$ cat src/hdl/spq_pkg.sv
// package for the sorted max priority queue
// holds default sizes, command and status codes and the cell control struct
// no dependencies
`timescale 1ns / 1ps
`default_nettype none

package spq_pkg;

    localparam int DEF_CAPACITY   = 64;
    localparam int DEF_VALUE_BITS = 32;

    localparam logic CMD_PUSH = 1'b0;
    localparam logic CMD_POP  = 1'b1;

    localparam logic [1:0] ST_PUSH_OK   = 2'd0;
    localparam logic [1:0] ST_POP_OK    = 2'd1;
    localparam logic [1:0] ST_POP_EMPTY = 2'd2;
    localparam logic [1:0] ST_PUSH_FULL = 2'd3;

    typedef struct packed {
        logic push;
        logic pop;
    } cell_ctrl_t;

endpackage

`default_nettype wire

$ cat src/hdl/spq_cell.sv
// one storage cell of the sorted chain
// holds one entry, compares it with a pushed value and shifts to or from its neighbours
// depends on spq_pkg
`timescale 1ns / 1ps
`default_nettype none

module spq_cell
    import spq_pkg::*;
#(
    parameter int VALUE_BITS = DEF_VALUE_BITS,
    parameter int CNT_W      = 7,
    parameter int INDEX      = 0
)
(
    input  wire logic                         clk,
    input  wire cell_ctrl_t                   ctrl,
    input  wire logic [CNT_W-1:0]             count,
    input  wire logic signed [VALUE_BITS-1:0] push_value,
    input  wire logic signed [VALUE_BITS-1:0] left_value,
    input  wire logic                         left_ge,
    input  wire logic signed [VALUE_BITS-1:0] right_value,
    output logic signed [VALUE_BITS-1:0]      value,
    output logic                              ge
);

    logic signed [VALUE_BITS-1:0] value_reg;
    logic signed [VALUE_BITS-1:0] value_next;
    logic                         occupied;

    assign occupied = count > CNT_W'(INDEX);
    // equal entries stay ahead of the new one
    assign ge       = occupied && (value_reg >= push_value);
    assign value    = value_reg;

    always_comb
    begin
        value_next = value_reg;
        if (ctrl.push)
        begin
            if (!ge)
            begin
                value_next = left_ge ? push_value : left_value;
            end
        end
        else if (ctrl.pop)
        begin
            value_next = right_value;
        end
    end

    always_ff @(posedge clk)
    begin
        value_reg <= value_next;
    end

endmodule

`default_nettype wire

$ cat config.mk
export PLATFORM = sky130hd
export DESIGN_NAME = spq_cell
export DESIGN_NICKNAME = d
export VERILOG_FILES = /design/src/hdl/spq_pkg.sv /design/src/hdl/spq_cell.sv
export SDC_FILE = /design/constraint.sdc
export NUM_CORES = 1
export LEC_CHECK = 0
export BUFFER_PORTS_ARGS = -buffer_cell sky130_fd_sc_hd__clkbuf_2
export CELL_PAD_IN_SITES_DETAIL_PLACEMENT = 1
export CELL_PAD_IN_SITES_GLOBAL_PLACEMENT = 1
export CORE_ASPECT_RATIO = 1.4
export CORE_UTILIZATION = 35
export CTS_CLUSTER_SIZE = 16
export DETAILED_ROUTE_END_ITERATION = 6
export GPL_TIMING_DRIVEN = 0
export MAX_ROUTING_LAYER = met4
export PLACE_DENSITY_LB_ADDON = 0.2
export SETUP_SLACK_MARGIN = 0.15
export SLEW_MARGIN = 40
export SYNTH_ARGS = -nofsm -noshare
export SYNTH_HDL_FRONTEND = slang
export SYNTH_SLANG_ARGS = --single-unit
$ cat constraint.sdc
create_clock -name clk -period 5.6 [get_ports clk]
set_input_delay 0 -clock clk [delete_from_list [all_inputs] [get_ports clk]]
set_output_delay 0 -clock clk [all_outputs]
set_load 0.005 [all_outputs]
==> flow_metrics.py <==
metrics = {
    "synth": {
        "synth-edff-count": 32,
        "postSynthCellCount": 259,
        "synth_area_leaders": "edfxtp_1 38%, ha_1 16%, mux2i_1 13%",
        "ys_ff_latch": 32,
        "synth_commonest_cells": "44 x a21oi_1, 33 x nor2_1",
        "synth_nets": 398,
        "syn_avg_cell_area_um2": 9.739,
        "synth_area_leader_cell": "edfxtp_1",
        "seq_area_frac_synth_pct": 38.10,
        "yosysUniqueCellTypes": 35,
        "syn_area_um2": 2522,
        "synth-main-ff-cell": "edfxtp_1",
        "synth_top_area_share_pct": 38.10,
        "yosys_warnings": 0,
        "synth_most_common_cell": "a21oi_1",
        "async_flop_share_pct": 0,
    },
    "placement": {
        "port_buffers": 138,
        "gp_congestion": 0.7871,
        "dp_hpwl_mm": 6.461,
    },
    "clocking": {
        "numCtsBuffers": 5,
        "clk_path_buf_depth": 2,
        "clkSinkCount": 32,
        "clkTransAtPathRegs_ns": 0.07,
        "post-cts-setup-buffers": 0,
        "cts-hold-fix-buffers": 0,
        "htree_levels": 2,
        "clockRootBuffer": "clkbuf_8",
        "ctsResizeCount": 0,
        "clk_latency_ns": 0.29,
        "cts_tree": "yes",
    },
    "die": {
        "design.core.area_um2": 6982,
        "pin_count": 140,
        "dieArea_um2": 7555,
        "core.rowCount": 36,
        "die-height_um": 102.4,
        "fp.dieW_um": 73.75,
        "start_util_pct": 36.13,
    },
    "final_layout": {
        "largest_reg_flops": 32,
        "areaGrowthSynthToFinish_pct": 36.41,
        "diodes": 0,
        "multi_input_area_um2": 1378,
        "fill_cells": 886,
        "nNetsFinal": 544,
        "layout-drive-gt1-share_pct": 39.16,
        "ff_latch_area_um2": 960.9,
    },
    "global_route": {
        "grt_pass1_wl_mm": 11.81,
        "grt_pass1_vias": 2611,
        "overflow": 0,
        "grt_usage_pct": 21.61,
        "grt_max_degree": 18,
        "antenna_found_initial": 0,
    },
    "sta": {
        "skew_ns": 0.007103,
        "post-route-min-period_ns": 2.829,
        "timing.slew.headroom_pct": 63.80,
        "hold_viol": 0,
        "worst_slew_pin_slew_ns": 0.5430,
        "rsz0062_at_grt": "false",
        "fin_hold_ws_ns": 0.03384,
        "final_max_slew_viol_count": 0,
        "setup_viol": 0,
        "fin_crit_sh_pct": 50.53,
        "fin_tns_setup_ns": 0,
        "max_freq_mhz": 353.4,
    },
    "worst_setup_path": {
        "slowest_delay_ns": 0.50,
        "crit_type": "register to register",
        "critPathTopFamily": "compound AO/OA/AOI/OAI gates",
        "crit_path_end_kind": "register",
        "cp_cell_sequence": "ha_1 -> and4_4 -> a211oi_2 -> o21ai_1 -> o31ai_2 -> nor3b_2 -> o32a_2 -> buf_16",
        "crit_slowest_cell": "o32a_2",
        "cp.arrival_ns": 2.82,
        "required_ns": 5.59,
        "path_max_fanout": 17,
        "crit_buf_inv": 1,
        "startpoint_type": "register",
    },
    "routing": {
        "first_iter_violations": 46,
        "ant_nets": 0,
        "wire_per_inst_um": 15.33,
        "drc": 0,
        "viasPerCell": 4.864,
        "dr_total_vias": 2437,
        "wirelength_mm": 7.679,
        "first_pass_iters": 4,
    },
    "job": {
        "drv_cap": 0,
    },
    "outcome": {
        "outcome": "completed",
    },
    "pwr": {
        "max-vdd-ir-drop_v": 0.0001034,
        "leakagePower_nw": 1.791,
        "cellPowerDensity_nw_per_um2": 212.6,
    },
    "hold_path": {
        "hold_class": "primary input to register",
    },
}
==> final cells by class <==
cell class	instances	area share, %
multi-input combinational	184	40.04
sequential	32	27.93
timing repair buffer	139	20.87
inverter	32	3.491
tap	95	3.455
clock buffer	7	2.218
buffer	11	1.891
clock inverter	1	0.1091
==> routing by layer <==
| metal | global-route usage [%] | vias to the layer above | share of wire [%] |
|---|---|---|---|
| met5 | - | - | 0 |
| met3 | 4.241 | 11 | 4.9 |
| met2 | 41.28 | 82 | 56 |
| met4 | 5.917 | 0 | 1.4 |
| li1 | - | 1220 | - |
| met1 | 21.82 | 1124 | 38 |
==> worst paths after layout <==
path / from / to / slack, ns / depth (start not counted)
worst max-delay path: value[14]$_DFFE_PP_ / value[12]$_DFFE_PP_ / 2.77 / 8
worst min-delay path: right_value[4] / value[4]$_DFFE_PP_ / 0.03 / 3
worst max register to register: value[14]$_DFFE_PP_ / value[12]$_DFFE_PP_ / 2.77 / 8
worst min register to register: value[31]$_DFFE_PP_ / value[28]$_DFFE_PP_ / 1.41 / 3
==> through the flow <==
step	total power [mW]	utilization, %	cells	area [um2]	setup WS, ns
after floorplan	0.4464	-	259	2522	2.643
after global placement	0.5490	47.72	492	3332	2.024
after detailed placement	0.5647	48.14	493	3361	2.736
after CTS	0.7438	49.28	501	3441	2.729
after global routing	0.7779	49.28	501	3441	2.604
final	0.7316	49.28	501	3441	2.771
==> report_power, final <==
group / internal (mW) / switching (mW)
registers: 0.302 / 0.0151
clock network: 0.0866 / 0.0905
logic: 0.114 / 0.122
==> tightest hold or removal path: stages <==
cell and delay, ns:
clkbuf_2 0.07, nor2_1 0.03, a21oi_1 0.10
==> layout by cell type, fill, tap and decap left out, drive strengths merged, types with 2 or more instances in the layout <==
cell    instances
a21oi          44
nand2           7
nor3            2
buf             4
a21o            2
inv            32
ha             32
o21ai           4
o31ai           2
nand3           2
clkbuf        153
edfxtp         32
nor2b           2
nor2           33
mux2i          32
nand4           4
a211oi          3
and4            3
==> cell families after synthesis <==
| family | synth area share, % |
|---|---|
| flops | 38.10 |
| simple gates | 12.25 |
| fa+ha+maj | 15.87 |
| buf+inv | 7.341 |
| mux | 12.70 |
| compound gates | 13.74 |
Power figures use the tool's default switching activity.
